==> config.mk <==
export PLATFORM = sky130hd
export DESIGN_NAME = decimal_text_to_fixed_point
export DESIGN_NICKNAME = d
export VERILOG_FILES = /design/src/dtfp_pkg.sv /design/src/dtfp_ctrl.sv /design/src/dtfp_datapath.sv /design/src/decimal_text_to_fixed_point.sv
export SDC_FILE = /design/constraint.sdc
export NUM_CORES = 1
export LEC_CHECK = 0
export ABC_AREA = 1
export BUFFER_PORTS_ARGS = -buffer_cell sky130_fd_sc_hd__buf_2
export CAP_MARGIN = 20
export CELL_PAD_IN_SITES_DETAIL_PLACEMENT = 0
export CELL_PAD_IN_SITES_GLOBAL_PLACEMENT = 2
export CORE_UTILIZATION = 38
export DETAILED_ROUTE_END_ITERATION = 12
export HOLD_SLACK_MARGIN = 0.03
export MAX_ROUTING_LAYER = met4
export PLACE_DENSITY = 0.87
export SYNTH_ARGS = -nofsm -noshare
export SYNTH_HDL_FRONTEND = slang
export SYNTH_HIERARCHICAL = 1
export SYNTH_SLANG_ARGS = --single-unit
==> constraint.sdc <==
create_clock -name clk -period 5.9 [get_ports clk]
set_input_delay 1.18 -clock clk [delete_from_list [all_inputs] [get_ports clk]]
set_output_delay 1.18 -clock clk [all_outputs]
set_load 0.05 [all_outputs]
==> src/dtfp_pkg.sv <==
// Shared types, constants and the power-of-ten table for the decimal text to fixed-point block.
package dtfp_pkg;

    localparam int FIXED_W             = 32;
    localparam int CHAR_W              = 8;
    localparam int FRAC_BITS_DEF       = 16;
    localparam int MAX_FRAC_DIGITS_DEF = 9;
    localparam int FRAC_ACC_W          = 30;
    localparam int DIGIT_CNT_W         = 4;

    localparam logic [CHAR_W-1:0] CHAR_NUL   = 8'd0;
    localparam logic [CHAR_W-1:0] CHAR_SPACE = 8'd32;
    localparam logic [CHAR_W-1:0] CHAR_MINUS = 8'd45;
    localparam logic [CHAR_W-1:0] CHAR_POINT = 8'd46;
    localparam logic [CHAR_W-1:0] CHAR_ZERO  = 8'd48;
    localparam logic [CHAR_W-1:0] CHAR_NINE  = 8'd57;

    typedef struct packed {
        logic take;
        logic load;
        logic step;
        logic finish;
    } dtfp_cmd_t;

    function automatic logic [FRAC_ACC_W-1:0] pow10(input logic [DIGIT_CNT_W-1:0] n);
        logic [FRAC_ACC_W-1:0] p;
        case (n)
            4'd0:    p = 30'd1;
            4'd1:    p = 30'd10;
            4'd2:    p = 30'd100;
            4'd3:    p = 30'd1000;
            4'd4:    p = 30'd10000;
            4'd5:    p = 30'd100000;
            4'd6:    p = 30'd1000000;
            4'd7:    p = 30'd10000000;
            4'd8:    p = 30'd100000000;
            default: p = 30'd1000000000;
        endcase
        return p;
    endfunction

endpackage

==> src/dtfp_ctrl.sv <==
// Controller: handshakes, parse, division and output sequencing.
module dtfp_ctrl #(
    parameter int FRAC_BITS = dtfp_pkg::FRAC_BITS_DEF
) (
    input  logic              clk,
    input  logic              rst_n,
    input  logic              in_valid,
    output logic              in_ready,
    input  logic              last_char,
    output logic              out_valid,
    input  logic              out_ready,
    output dtfp_pkg::dtfp_cmd_t cmd
);
    import dtfp_pkg::*;

    localparam int CNT_W = $clog2(FRAC_BITS);

    typedef enum logic [2:0] {
        ST_PARSE,
        ST_LOAD,
        ST_DIV,
        ST_FINISH,
        ST_OUT
    } state_t;

    state_t             state_reg, state_next;
    logic [CNT_W-1:0]   step_cnt_reg, step_cnt_next;
    logic               take;

    always_comb
    begin
        case (state_reg)
            ST_PARSE: in_ready = 1'b1;
            ST_OUT:   in_ready = out_ready || !last_char;
            default:  in_ready = 1'b0;
        endcase
    end

    assign take      = in_valid && in_ready;
    assign out_valid = (state_reg == ST_OUT);

    always_comb
    begin
        cmd.take      = take;
        cmd.load      = (state_reg == ST_LOAD);
        cmd.step      = (state_reg == ST_DIV);
        cmd.finish    = (state_reg == ST_FINISH);
        state_next    = state_reg;
        step_cnt_next = step_cnt_reg;
        case (state_reg)
            ST_PARSE:
            begin
                if (take && last_char)
                begin
                    state_next = ST_LOAD;
                end
            end
            ST_LOAD:
            begin
                step_cnt_next = '0;
                state_next    = ST_DIV;
            end
            ST_DIV:
            begin
                step_cnt_next = step_cnt_reg + 1'b1;
                if (step_cnt_reg == CNT_W'(FRAC_BITS - 1))
                begin
                    state_next = ST_FINISH;
                end
            end
            ST_FINISH:
            begin
                state_next = ST_OUT;
            end
            ST_OUT:
            begin
                if (out_ready)
                begin
                    state_next = (take && last_char) ? ST_LOAD : ST_PARSE;
                end
            end
            default:
            begin
                state_next = ST_PARSE;
            end
        endcase
    end

    always_ff @(posedge clk or negedge rst_n)
    begin
        if (!rst_n)
        begin
            state_reg    <= ST_PARSE;
            step_cnt_reg <= '0;
        end
        else
        begin
            state_reg    <= state_next;
            step_cnt_reg <= step_cnt_next;
        end
    end

endmodule

==> src/dtfp_datapath.sv <==
// Datapath: character accumulators, fraction divider and result registers.
module dtfp_datapath #(
    parameter int FRAC_BITS       = dtfp_pkg::FRAC_BITS_DEF,
    parameter int MAX_FRAC_DIGITS = dtfp_pkg::MAX_FRAC_DIGITS_DEF
) (
    input  logic                                 clk,
    input  logic                                 rst_n,
    input  dtfp_pkg::dtfp_cmd_t                  cmd,
    input  logic [dtfp_pkg::CHAR_W-1:0]          char_code,
    output logic signed [dtfp_pkg::FIXED_W-1:0]  fixed_value,
    output logic                                 saturated,
    output logic                                 saw_digit
);
    import dtfp_pkg::*;

    localparam int INT_W = FIXED_W - FRAC_BITS;
    localparam int MAG_W = FIXED_W + 1;

    localparam logic [1:0] SIGN_NONE    = 2'd0;
    localparam logic [1:0] SIGN_POS     = 2'd1;
    localparam logic [1:0] SIGN_NEG     = 2'd2;
    localparam logic [1:0] SIGN_NEG_DIG = 2'd3;

    localparam logic [MAG_W-1:0] LIMIT_POS = 33'h07FFFFFFF;
    localparam logic [MAG_W-1:0] LIMIT_NEG = 33'h080000000;

    logic [INT_W-1:0]       int_acc_reg, int_acc_next;
    logic                   int_ovf_reg, int_ovf_next;
    logic [FRAC_ACC_W-1:0]  frac_acc_reg, frac_acc_next;
    logic [DIGIT_CNT_W-1:0] frac_cnt_reg, frac_cnt_next;
    logic [1:0]             sign_reg, sign_next;
    logic                   in_frac_reg, in_frac_next;
    logic                   done_reg, done_next;

    logic [FRAC_ACC_W-1:0]  rem_reg;
    logic [FRAC_ACC_W-1:0]  divisor_reg;
    logic [FRAC_BITS-1:0]   quot_reg;
    logic [FRAC_ACC_W:0]    rem_shift;
    logic                   rem_ge;

    logic signed [FIXED_W-1:0] fixed_value_reg;
    logic                      saturated_reg;
    logic                      saw_digit_reg;

    logic [INT_W+3:0]       int_prod;
    logic [FRAC_ACC_W+3:0]  frac_prod;
    logic [3:0]             digit;
    logic                   is_digit;

    logic                   has_digit;
    logic                   neg;
    logic [MAG_W-1:0]       mag;
    logic [MAG_W-1:0]       limit;
    logic                   sat;
    logic [FIXED_W-1:0]     mag_clamped;

    assign digit     = 4'(char_code - CHAR_ZERO);
    assign is_digit  = (char_code >= CHAR_ZERO) && (char_code <= CHAR_NINE);
    assign int_prod  = ({4'b0, int_acc_reg} << 3) + ({4'b0, int_acc_reg} << 1)
                       + (INT_W + 4)'(digit);
    assign frac_prod = ({4'b0, frac_acc_reg} << 3) + ({4'b0, frac_acc_reg} << 1)
                       + (FRAC_ACC_W + 4)'(digit);

    always_comb
    begin
        int_acc_next  = int_acc_reg;
        int_ovf_next  = int_ovf_reg;
        frac_acc_next = frac_acc_reg;
        frac_cnt_next = frac_cnt_reg;
        sign_next     = sign_reg;
        in_frac_next  = in_frac_reg;
        done_next     = done_reg;
        if (cmd.finish)
        begin
            int_acc_next  = '0;
            int_ovf_next  = 1'b0;
            frac_acc_next = '0;
            frac_cnt_next = '0;
            sign_next     = SIGN_NONE;
            in_frac_next  = 1'b0;
            done_next     = 1'b0;
        end
        else if (cmd.take && !done_reg && char_code != CHAR_SPACE)
        begin
            if (char_code == CHAR_NUL)
            begin
                done_next = 1'b1;
            end
            else if (char_code == CHAR_MINUS && sign_reg == SIGN_NONE)
            begin
                sign_next = SIGN_NEG;
            end
            else if (char_code == CHAR_POINT && !in_frac_reg)
            begin
                in_frac_next = 1'b1;
            end
            else if (!is_digit)
            begin
                done_next = 1'b1;
            end
            else
            begin
                if (sign_reg == SIGN_NONE)
                begin
                    sign_next = SIGN_POS;
                end
                else if (sign_reg == SIGN_NEG)
                begin
                    sign_next = SIGN_NEG_DIG;
                end
                if (in_frac_reg)
                begin
                    if (frac_cnt_reg < DIGIT_CNT_W'(MAX_FRAC_DIGITS))
                    begin
                        frac_acc_next = frac_prod[FRAC_ACC_W-1:0];
                        frac_cnt_next = frac_cnt_reg + 1'b1;
                    end
                end
                else if (!int_ovf_reg)
                begin
                    if (int_prod[INT_W+3:INT_W] != 4'd0)
                    begin
                        int_ovf_next = 1'b1;
                        int_acc_next = '1;
                    end
                    else
                    begin
                        int_acc_next = int_prod[INT_W-1:0];
                    end
                end
            end
        end
    end

    always_ff @(posedge clk or negedge rst_n)
    begin
        if (!rst_n)
        begin
            int_acc_reg  <= '0;
            int_ovf_reg  <= 1'b0;
            frac_acc_reg <= '0;
            frac_cnt_reg <= '0;
            sign_reg     <= SIGN_NONE;
            in_frac_reg  <= 1'b0;
            done_reg     <= 1'b0;
        end
        else
        begin
            int_acc_reg  <= int_acc_next;
            int_ovf_reg  <= int_ovf_next;
            frac_acc_reg <= frac_acc_next;
            frac_cnt_reg <= frac_cnt_next;
            sign_reg     <= sign_next;
            in_frac_reg  <= in_frac_next;
            done_reg     <= done_next;
        end
    end

    // Restoring division: one quotient bit of the scaled fraction per cycle.
    assign rem_shift = {rem_reg, 1'b0};
    assign rem_ge    = (rem_shift >= {1'b0, divisor_reg});

    always_ff @(posedge clk)
    begin
        if (cmd.load)
        begin
            rem_reg     <= frac_acc_reg;
            divisor_reg <= pow10(frac_cnt_reg);
            quot_reg    <= '0;
        end
        else if (cmd.step)
        begin
            rem_reg  <= rem_ge ? FRAC_ACC_W'(rem_shift - {1'b0, divisor_reg})
                               : rem_shift[FRAC_ACC_W-1:0];
            quot_reg <= {quot_reg[FRAC_BITS-2:0], rem_ge};
        end
    end

    assign has_digit   = (sign_reg == SIGN_POS) || (sign_reg == SIGN_NEG_DIG);
    assign neg         = (sign_reg == SIGN_NEG_DIG);
    assign mag         = {1'b0, int_acc_reg, {FRAC_BITS{1'b0}}}
                         + {{(MAG_W - FRAC_BITS){1'b0}}, quot_reg};
    assign limit       = neg ? LIMIT_NEG : LIMIT_POS;
    assign sat         = has_digit && (int_ovf_reg || (mag > limit));
    assign mag_clamped = sat ? limit[FIXED_W-1:0] : mag[FIXED_W-1:0];

    always_ff @(posedge clk)
    begin
        if (cmd.finish)
        begin
            saturated_reg <= sat;
            saw_digit_reg <= has_digit;
            if (!has_digit)
            begin
                fixed_value_reg <= '0;
            end
            else if (neg)
            begin
                fixed_value_reg <= signed'(FIXED_W'(0) - mag_clamped);
            end
            else
            begin
                fixed_value_reg <= signed'(mag_clamped);
            end
        end
    end

    assign fixed_value = fixed_value_reg;
    assign saturated   = saturated_reg;
    assign saw_digit   = saw_digit_reg;

endmodule

==> src/decimal_text_to_fixed_point.sv <==
// Top level of the decimal text to signed fixed-point converter.
//
// The input channel (in_valid, in_ready) carries one character per transfer in
// char_code, with last_char set on the final character of a number string.
// Ordinary characters are taken one per cycle while in_ready is high and folded
// into the integer and fraction accumulators in that same cycle.
// After the transfer of the final character the block loads its divider, forms
// one bit of the binary fraction per cycle in the bit-serial divider, then
// clamps and signs the value, and the result appears on the output channel
// (out_valid, out_ready).
// While a result waits, the characters of the next string are still taken;
// only its final character waits until the result has been transferred.
// in_ready stays low while the divider is loaded, runs and finishes the value.
// Reset clears all accumulators and leaves the block ready for a new string
// with no result pending.
module decimal_text_to_fixed_point #(
    parameter int FRAC_BITS       = dtfp_pkg::FRAC_BITS_DEF,
    parameter int MAX_FRAC_DIGITS = dtfp_pkg::MAX_FRAC_DIGITS_DEF
) (
    input  logic                                 clk,
    input  logic                                 rst_n,
    input  logic                                 in_valid,
    output logic                                 in_ready,
    input  logic [dtfp_pkg::CHAR_W-1:0]          char_code,
    input  logic                                 last_char,
    output logic                                 out_valid,
    input  logic                                 out_ready,
    output logic signed [dtfp_pkg::FIXED_W-1:0]  fixed_value,
    output logic                                 saturated,
    output logic                                 saw_digit
);
    import dtfp_pkg::*;

    dtfp_cmd_t cmd;

    dtfp_ctrl #(
        .FRAC_BITS (FRAC_BITS)
    ) u_ctrl (
        .clk       (clk),
        .rst_n     (rst_n),
        .in_valid  (in_valid),
        .in_ready  (in_ready),
        .last_char (last_char),
        .out_valid (out_valid),
        .out_ready (out_ready),
        .cmd       (cmd)
    );

    dtfp_datapath #(
        .FRAC_BITS       (FRAC_BITS),
        .MAX_FRAC_DIGITS (MAX_FRAC_DIGITS)
    ) u_datapath (
        .clk         (clk),
        .rst_n       (rst_n),
        .cmd         (cmd),
        .char_code   (char_code),
        .fixed_value (fixed_value),
        .saturated   (saturated),
        .saw_digit   (saw_digit)
    );

endmodule
---- Yosys cells after proc, flatten, opt, wreduce, memory -nomap -nowiden ----
Memories as Yosys holds them, arrays and structs flattened. A register that Yosys moved wholly into a read port is not among the register bits.
Index checks and enable logic that the tools add are counted.
Widths: inputs -> output; s select.
word-level totals
  bits in registers ....................... 142
  bits in latches ......................... 0
  memory bits (writable) .................. 0
  ROM bits ................................ 480
  bits of input ports ..................... 13
  output and inout port bits .............. 36
  logic and storage cells ................. 152
  memories ................................ 1
cells by class
  add/subtract/negate cells ............... 10
  $mul .................................... 0
  div/mod/pow operators ................... 0
  magnitude comparators ................... 5
  eq/ne operators ......................... 23
  shift operators ......................... 0
  mux-type cells .......................... 66
  bitwise gates (word level) .............. 0
  reductions and logical operators ........ 33
memory list
  name              words  bits a word  read ports  clocked after Yosys merged registers in  write ports  RTL line        text
  (name not given)  16     30           1           1                                        0            dtfp_pkg.sv:27  case (n)
operators by type and width
  cell                   number
  $mux 30                11
  $mux 16                9
  $mux 32                3
  $add 32x16->33         1
  $gt 33x33->1           1
  $mux 4                 8
  $sub 1x32->32 const A  1
  $ge 31x30->1           1
  $add 30x30->30         1
  $add 30x4->30          1
  $sub 30x30->30         1
  $mux 1                 21
  $add 19x17->20         1
  $add 20x4->20          1
  $eq 8x6->1 const B     2
  $mux 2                 8
  $pmux 3 s5             1
  $reduce_and 7->1       2
  $reduce_bool 2->1      6
  $ne 2x2->1 const B     5
  $mux 3                 3
  $ne 3x2->1 const B     3
  $add 4x1->4 const B    2
  $ge 8x6->1 const B     1
  other kinds (26)       43

---- Logic depth before layout (Yosys ltp) ----
Gate-level depths: netlist of the first run.
  depth after elaboration ................. 12
  depth in mapped cells ................... 35
  depth with buffers taken out ............ 30

---- Hierarchy ----
Netlist of the first run, hierarchy kept.
modules (own cells, without submodules)
  module         instances  cells each  area each (um2)  seq. area each (um2)
  dtfp_datapath  1          1630        12399.4          4309.1
  dtfp_ctrl      1          51          407.9            175.2

---- Worst setup path before layout of the first run ----
OpenSTA, ideal clock, no wires.
  path kind ............................... register to register
  from .................................... register u_datapath.sign_reg[1]
  to ...................................... register u_datapath.fixed_value_reg[14], in the netlist u_datapath/fixed_value[14], data pin
  setup time .............................. 0.257 ns
  arrival ................................. 3.849 ns
  required time ........................... 5.643 ns
  path slack .............................. 1.795 ns
  stages on the path, launching flop included .. 29
  path buffers ............................ 5
  clock period less this slack ............ 4.105 ns
  path through ............................ dfrtp_1 -> buf_4 -> nand2_4 -> inv_2 -> buf_4 -> clkbuf_1 -> clkbuf_1 -> ha_1 -> nand3_1 -> inv_1 -> nand2_1 -> a21oi_1 -> nor2_1 -> nand3_1 -> nand2_1 -> nand2_1 -> nand2_1 -> nand2_2 -> nand3_2 -> buf_2 -> inv_1 -> a21oi_1 -> ha_1 -> nand4_2 -> nor2_2 -> nand3_2 -> nand2_4 -> and3_1 -> nor2_1
on the way
  word-level cells in the longest chain between the ends .. 8
  elaborated cells on any way between the ends .. 10
  those cells by class .................... add/sub (1); order compare (1); eq/ne (2); mux (3); reduce/logical (3)
RTL lines
  what                    RTL line                                    text
  start, declared         dtfp_datapath.sv:31                         logic [1:0] sign_reg, sign_next;
  start signal, assigned  dtfp_datapath.sv:153                        sign_reg <= sign_next;
  $eq 2x2->1              dtfp_datapath.sv:179, dtfp_datapath.sv:180
  $mux 32                 dtfp_datapath.sv:183                        assign limit = neg ? LIMIT_NEG : LIMIT_POS;
  $gt 33x33->1            dtfp_datapath.sv:184                        assign sat = has_digit && (int_ovf_reg || (mag > limit));
  $logic_or 1x1->1        dtfp_datapath.sv:184
  $logic_and 1x1->1       dtfp_datapath.sv:184
  $mux 32                 dtfp_datapath.sv:185                        assign mag_clamped = sat ? limit[FIXED_W-1:0] : mag[FIXED_W-1:0];
  $sub 1x32->32           dtfp_datapath.sv:199                        fixed_value_reg <= signed'(FIXED_W'(0) - mag_clamped);
  $mux 32                 dtfp_datapath.sv:197                        else if (neg)
  end signal, assigned    dtfp_datapath.sv:199
  end signal, assigned    dtfp_datapath.sv:203                        fixed_value_reg <= signed'(mag_clamped);
  end, declared           dtfp_datapath.sv:41                         logic signed [FIXED_W-1:0] fixed_value_reg;
Parallel ways exist; a longest one is shown, timed or not.
A chain may end at the register's enable or synchronous reset.

---- Worst setup path after layout of the first run ----
  from .................................... register u_datapath.sign_reg[1]
  to ...................................... register u_datapath.fixed_value_reg[16], in the netlist u_datapath/fixed_value[16], data pin
Same word-level chain as after synthesis.

==> results.json, run 1 <==
{
  "syn_inst": 1681,
  "hold_buffers": 0,
  "post-cts-setup-buffer-count": 0,
  "setup-tns-final_ns": 0,
  "cts_sinks": 165,
  "vias_per_cell": 5.17,
  "synth_top_area_share": 0.204,
  "ctsResizeCount": 0,
  "rsz0062_at_grt": "no",
  "fin_nets": 1869,
  "yosys-top-cells-area": "edfxtp_1 20%, ha_1 13%, dfrtp_1 12%, nand2_1 12%, inv_1 5.7%",
  "wire_per_inst_um": 15.7,
  "drive_gt1_frac": 0.0718,
  "synth-edff-count": 87,
  "grt-ovfl-total": 0,
  "totalWireLength_um": 34000,
  "worstSetupPathType": "reg -> reg",
  "largest_reg_flops": 32,
  "nFillCells": 3455,
  "syn_area_per_cell_um2": 7.62,
  "wl_met3_um": 1180,
  "ys_seq_elements": 165,
  "antenna_found_initial": 0,
  "area_growth_pct": 10.0,
  "dr.first_iter.drc_count": 823,
  "drt_pass1_iterations": 5,
  "clock_path_buffers": 2,
  "critPathTopFamily": "simple AND/OR/NAND/NOR gates",
  "crit_top_cell": "nand2_1",
  "crit_path_top_delay_cell": "dfrtp_1",
  "crit_path_max_fanout": 33,
  "io_pins": 49,
  "wl_met1_um": 17600,
  "syn_nets": 1837,
  "cts_buffers": 17,
  "core.rowCount": 66,
  "critPathMaxStageDelay_ns": 0.54,
  "ys_top_cells_by_count": "404 x nand2_1, 193 x inv_1, 153 x nor2_1",
  "start_util": 0.390,
  "drc": 0,
  "outcome": "complete, no violations",
  "hold_viol": 0,
  "cts_tree": "done",
  "yosysWarnings": 6,
  "die-area_mm2": 0.0344,
  "crit_path_start_kind": "flip-flop",
  "n_antenna_cell": 0,
  "cp.required_ns": 6.08,
  "grt_max_degree": 63,
  "synth.distinct_cells": 52,
  "die_h_um": 186,
  "grt_pass1_wl_um": 56600,
  "vias": 11200,
  "max_clock_freq_mhz": 212,
  "setup_viol": 0,
  "cts_root_buf": "clkbuf_16",
  "crit_buf_inv": 4,
  "synth_most_common_cell": "nand2_1",
  "fp.dieW_um": 186,
  "async_flop_share": 0.376,
  "clk_pin_slew_ns": 0.07,
  "max_cap_violations": 0,
  "synth.largest_area_cell": "edfxtp_1",
  "h-tree-depth": 4,
  "worst_pin_slew_ns": 1.07,
  "first_global_vias": 10800,
  "top_layer": "met4",
  "route.met2.wl_um": 14900,
  "min_period_ns": 4.73,
  "fp.coreArea_mm2": 0.0329,
  "slew_headroom": 0.287,
  "syn_area_mm2": 0.0128,
  "grt_use_total": 0.213,
  "end_kind": "flip-flop",
  "postRouteAntennaNets": 0,
  "gp_congestion": 0.870,
  "period_share": 0.801,
  "clk_latency_ns": 0.43,
  "synth_flop_cell": "edfxtp_1",
  "hp-class": "reg -> reg",
  "seq_area_frac_synth": 0.350,
  "port_buffers": 48,
  "finalClockSkew_ns": 0.0172,
  "dpl.hpwl_um": 25900,
  "arrival_ns": 4.91,
  "slew_violations": 0
}
==> metrics by stage <==
stage	cell area, um2	util	std cells	setup WS [ns]	hold WS, ns
after floorplan	12800	-	1681	1.79	0.449
after global placement	13500	0.410	2134	1.12	0.473
after detailed placement	13500	0.410	2135	1.12	0.484
after CTS	14100	0.429	2167	1.21	0.502
after global routing	14100	0.429	2168	0.530	0.530
final	14100	0.429	2168	1.17	0.491
==> per-layer routing <==
| layer | vias up | GRT usage |
|---|---|---|
| met1 | 5218 | 0.306 |
| met4 | 0 | 0.0456 |
| li1 | 5770 | - |
| met2 | 189 | 0.320 |
| met3 | 22 | 0.0252 |
| met5 | - | - |
==> path summary, 6_finish.rpt <==
check                           slack, ns                           to                         from  depth (start not counted)
max in group asynchronous            4.40  u_datapath/frac_acc_reg[21]                        rst_n                          2
worst max-delay path                 1.17   u_datapath/fixed_value[16]       u_datapath/sign_reg[1]                         25
worst max register to register       1.17   u_datapath/fixed_value[16]       u_datapath/sign_reg[1]                         25
worst min register to register       0.49  u_datapath/frac_acc_reg[29]  u_datapath/frac_acc_reg[29]                          2
worst min-delay path                 0.49  u_datapath/frac_acc_reg[29]  u_datapath/frac_acc_reg[29]                          2
min in group asynchronous            0.91       u_ctrl/step_cnt_reg[0]                        rst_n                          2
==> kinds of logic (layout without fill, tap and decap cells) <==
kind of cell,Yosys count,after routing,synth area share
flops,165,165,0.350
buf+inv,245,290,0.0753
compound gates,353,353,0.157
xor+xnor,59,59,0.0403
simple gates,716,716,0.235
fa+ha+maj,143,143,0.143
==> layout make-up <==
| type | count | area [um2] | area share |
|---|---|---|---|
| multi-input cells | 1271 | 7380 | 0.523 |
| flip-flops and latches | 165 | 4480 | 0.318 |
| inverters | 199 | 749 | 0.0532 |
| well taps | 442 | 553 | 0.0392 |
| clock buffers | 18 | 429 | 0.0305 |
| repair buffers | 59 | 335 | 0.0238 |
| clock inverters | 14 | 164 | 0.0116 |
==> cell usage in the layout (no fill, tap or decap), drive strengths merged, types with 17 or more instances in the layout <==
cell	count
o21ai	131
nor2	162
o211ai	26
xor2	32
dfrtp	62
nand3	92
edfxtp	87
nand4	17
o22ai	34
a21oi	108
inv	206
ha	138
nand2	413
clkbuf	18
xnor2	27
buf	59
==> worst register-to-register path: cells and delay by family (launching register included) <==
| kind | cells | cell delay, ns |
|---|---|---|
| compound gates | 2 | 0.22 |
| flops | 1 | 0.54 |
| buf+inv | 4 | 1.03 |
| fa+ha+maj | 2 | 0.49 |
| simple gates | 17 | 2.21 |
Power of run 1 is left out: the tool's default activity adds up to more than one toggle a clock period on the data nets, which glitch-free logic cannot reach.
==> run 2, diff against run 1 <==
- clock period: 5.9 -> 4.9 ns (I/O delays scaled with it)
==> run 2 against run 1 <==
  * Global-route usage down 0.48 points
  * Utilization rose by 0.17 points
  * Via count about the same
  * Critical path type unchanged
==> results.json, run 2 (synthesis results as in run 1) <==
{
  "h-tree-depth": 4,
  "postRouteAntennaNets": 0,
  "end_kind": "flip-flop",
  "n_antenna_cell": 0,
  "drt_pass1_iterations": 5,
  "crit_path_start_kind": "flip-flop",
  "vias": 11200,
  "cp_cell_sequence": "nand2_4 > inv_2 > ha_1 > nand3_1 > nor2_1 > nand2_1 > inv_1 > a21oi_1 > nand2_1 > nand2_1 > nand2_2 > nand3_2 > buf_4 > nand2_1 > inv_1 > nand2_1 > nor2_1 > nand2_1 > nand2_1 > nand2_1 > nor2_1 > nand2_1 > nand2_1 > nor2_1",
  "holdWs_ns": 0.510,
  "critPathMaxStageDelay_ns": 0.64,
  "cts_tree": "done",
  "dr.first_iter.drc_count": 717,
  "setup_viol": 0,
  "finalClockSkew_ns": 0.0109,
  "clk_latency_ns": 0.43,
  "gp_congestion": 0.853,
  "slew_headroom": 0.385,
  "die-area_mm2": 0.0344,
  "drc": 0,
  "dpl.hpwl_um": 25400,
  "fin_nets": 1876,
  "clock_path_buffers": 2,
  "fin_area_mm2": 0.0141,
  "final_cell_mix": "404 x nand2_1, 193 x inv_1, 152 x nor2_1",
  "largest_reg_flops": 32,
  "first_global_vias": 10800,
  "cts_root_buf": "clkbuf_16",
  "area_growth_pct": 10.5,
  "final_common_cell": "nand2_1",
  "core.rowCount": 66,
  "hp-class": "reg -> reg",
  "max_cap_violations": 0,
  "post-cts-setup-buffer-count": 0,
  "vias_per_cell": 5.15,
  "drive_gt1_frac": 0.0767,
  "fp.coreArea_mm2": 0.0329,
  "grt_use_total": 0.208,
  "worst_pin_slew_ns": 0.910,
  "wire_per_inst_um": 15.3,
  "grt-ovfl-total": 0,
  "min_period_ns": 4.08,
  "rsz0062_at_grt": "no",
  "crit_path_top_delay_cell": "dfrtp_1",
  "antenna_found_initial": 0,
  "crit_path_max_fanout": 44,
  "period_share": 0.832,
  "hold_viol": 0,
  "max_clock_freq_mhz": 245,
  "totalWireLength_um": 33300,
  "crit_top_cell": "nand2_1",
  "worstSetupPathType": "reg -> reg",
  "grt_pass1_wl_um": 55200,
  "clk_pin_slew_ns": 0.08,
  "io_pins": 49,
  "placed_area_mm2": 0.0135,
  "hold_buffers": 0,
  "cts_sinks": 165,
  "setup-tns-final_ns": 0,
  "cts_buffers": 17,
  "arrival_ns": 4.27,
  "die_h_um": 186,
  "grt_max_degree": 47,
  "port_buffers": 48,
  "cp.required_ns": 5.09,
  "start_util": 0.390,
  "slew_violations": 0,
  "fp.dieW_um": 186,
  "ctsResizeCount": 0,
  "outcome": "complete, no violations"
}
-- run 2: metal layers --
layer  vias up  global-route usage  wire (um)
met5         -                   -          0
met4         0              0.0472        377
met3        23              0.0190        870
met2       179               0.320      14800
met1      5208               0.297      17300
li1       5782                   -          -
-- run 2: final cells by class --
type                       instances  area (um2)
sequential                       165        4480
multi-input combinational       1271        7380
fill                            3455       18700
tap                              442         553
inverter                         199         749
clock buffer                      17         425
timing repair buffer              66         400
clock inverter                    15         159
-- run 2: path summary, 6_finish.rpt --
path | startpoint | endpoint | slack, ns | cells after the start
max in group asynchronous | rst_n | u_datapath/frac_acc_reg[22] | 3.35 | 2
min in group asynchronous | rst_n | u_ctrl/step_cnt_reg[0] | 0.58 | 1
max reg2reg | u_datapath/sign_reg[1] | u_datapath/fixed_value[31] | 0.82 | 24
min | u_ctrl/step_cnt_reg[1] | u_ctrl/step_cnt_reg[1] | 0.51 | 2
max | u_datapath/sign_reg[1] | u_datapath/fixed_value[31] | 0.82 | 24
min reg2reg | u_ctrl/step_cnt_reg[1] | u_ctrl/step_cnt_reg[1] | 0.51 | 2
-- run 2: per-stage QoR --
step | util | cells | setup WS, ns
global placement | 0.412 | 2141 | 0.514
CTS | 0.430 | 2173 | 0.835
global route | 0.430 | 2175 | 0.220
floorplan | - | 1681 | 0.795
detailed placement | 0.412 | 2141 | 0.482
finish | 0.430 | 2175 | 0.821
-- run 2: critical path, delay by kind of cell (launching register included) --
kind / cells / cell delay, ns
compound gates: 1 / 0.20
fa+ha+maj: 1 / 0.31
buf+inv: 4 / 0.90
flops: 1 / 0.64
simple gates: 18 / 1.77
Power of run 2 is left out for the same reason.
==> run 3, diff against run 2 <==
- clock period: 4.9 -> 4.2 ns (I/O delays scaled with it)
==> run 3 against run 2 <==
  * Setup slack worse by 0.39 ns
  * Die area unchanged
  * Global-route usage decreased by 0.26 points
  * Critical path depth up 1
  * Register-to-register slack worse by 0.39 ns
  * Utilization rose by 0.16 points
  * Final cell count is 0.32% higher
  * Critical endpoint unchanged
==> results.json, run 3 (synthesis results as in run 1) <==
{
  "die_h_um": 186,
  "postRouteAntennaNets": 0,
  "slew_headroom": 0.298,
  "wire_per_inst_um": 15.1,
  "grt_use_total": 0.206,
  "period_share": 0.897,
  "io_pins": 49,
  "hp-class": "in -> async",
  "drc": 0,
  "arrival_ns": 3.96,
  "pre_cts_ws_ns": 0.0972,
  "drive_gt1_frac": 0.0810,
  "h-tree-depth": 4,
  "final_cell_mix": "404 x nand2_1, 193 x inv_1, 152 x nor2_1",
  "cts_buffers": 17,
  "post-cts-setup-buffer-count": 0,
  "finalClockSkew_ns": 0.0113,
  "final_common_cell": "nand2_1",
  "cp.required_ns": 4.39,
  "end_kind": "flip-flop",
  "worstSetupPathType": "reg -> reg",
  "outcome": "complete, no violations",
  "dr.first_iter.drc_count": 719,
  "port_buffers": 48,
  "n_antenna_cell": 0,
  "antenna_found_initial": 0,
  "clk_pin_slew_ns": 0.07,
  "area_growth_pct": 10.9,
  "worst_pin_slew_ns": 1.05,
  "fp.dieW_um": 186,
  "fin_nets": 1883,
  "startpoint": "u_datapath/sign_reg[1]",
  "drt_pass1_iterations": 5,
  "slew_violations": 0,
  "die-area_mm2": 0.0344,
  "r2r-end": "u_datapath/fixed_value[31]",
  "max_clock_freq_mhz": 265,
  "crit_path_start_kind": "flip-flop",
  "ff2ff_setup_slack_ns": 0.43,
  "clk_latency_ns": 0.44,
  "cts_sinks": 165,
  "reg2regPathDepth": 25,
  "cts_root_buf": "clkbuf_16",
  "nFillCells": 3491,
  "placed_area_mm2": 0.0136,
  "grt-ovfl-total": 0,
  "setup_viol": 0,
  "r2r-start": "u_datapath/sign_reg[1]",
  "fin_area_mm2": 0.0142,
  "start_util": 0.390,
  "max_cap_violations": 0,
  "crit_path_max_fanout": 20,
  "vias_per_cell": 5.18,
  "first_global_vias": 10800,
  "setup-tns-final_ns": 0,
  "fin_ws_ns": 0.432,
  "gp_congestion": 0.844,
  "min_period_ns": 3.77,
  "vias": 11300,
  "hold_buffers": 0,
  "cts_tree": "done",
  "core.rowCount": 66,
  "totalWireLength_um": 33000,
  "grt_max_degree": 60,
  "largest_reg_flops": 32,
  "clock_path_buffers": 2,
  "dpl.hpwl_um": 25300,
  "fp.coreArea_mm2": 0.0329,
  "rsz0062_at_grt": "no",
  "grt_pass1_wl_um": 54800,
  "hold_viol": 0
}
-- run 3: area by class of cell --
class,instances,area (um2),share of cell area
multi-input combinational,1271,7380,0.520
clock inverter,14,131,0.00925
clock buffer,18,433,0.0305
inverter,199,752,0.0530
timing repair buffer,73,465,0.0328
sequential,165,4480,0.316
tap,442,553,0.0389
-- run 3: metal layers --
metal | vias up | wire, um | track usage
met4 | 0 | 312 | 0.0449
met5 | - | 0 | -
met3 | 16 | 860 | 0.0237
met1 | 5318 | 17100 | 0.286
met2 | 155 | 14700 | 0.321
li1 | 5812 | - | -
-- run 3: worst max-delay path by stage --
| stage | to | slack (ns) | cells after the start |
|---|---|---|---|
| after floorplan | u_datapath/fixed_value[14] | 0.09 | 28 |
| after global placement | u_datapath/frac_acc_reg[23] | 0.08 | 16 |
| after detailed placement | u_datapath/frac_acc_reg[23] | 0.1 | 16 |
| after CTS | u_datapath/fixed_value[13] | 0.37 | 23 |
| after global routing | u_datapath/fixed_value[28] | 0.02 | 25 |
| final | u_datapath/fixed_value[31] | 0.43 | 25 |
-- run 3: critical path, stage by stage (launching register included) --
cell and delay (ns):
dfrtp_1 0.41, nand2_4 0.17, inv_4 0.14, ha_1 0.30, inv_1 0.03, nor2_1 0.22
nand3_1 0.13, nor2_2 0.12, nand3_1 0.08, nand3_1 0.11, nand2_1 0.06, nand2_1 0.05
nand2_1 0.05, nand2_2 0.09, nand2_2 0.19, buf_4 0.29, nand2_1 0.20, nand3_1 0.13
nor2_1 0.20, nand2_1 0.07, nand2_1 0.09, nand2_1 0.06, nor2_1 0.17, nand2_1 0.07
nand2_1 0.06, nor2_1 0.04
-- run 3: through the flow --
| stage | instances | util | hold slack [ns] |
|---|---|---|---|
| floorplan | 1681 | - | 0.449 |
| global placement | 2148 | 0.413 | 0.469 |
| detailed placement | 2148 | 0.413 | 0.474 |
| CTS | 2180 | 0.431 | 0.492 |
| global route | 2182 | 0.432 | 0.218 |
| finish | 2182 | 0.432 | 0.230 |
-- run 3: timing repair --
action,4_1_cts,5_1_grt
setup endpoints to repair,0,7
hold endpoints to repair,0,0
resized for setup,0,3
Power of run 3 is left out for the same reason.
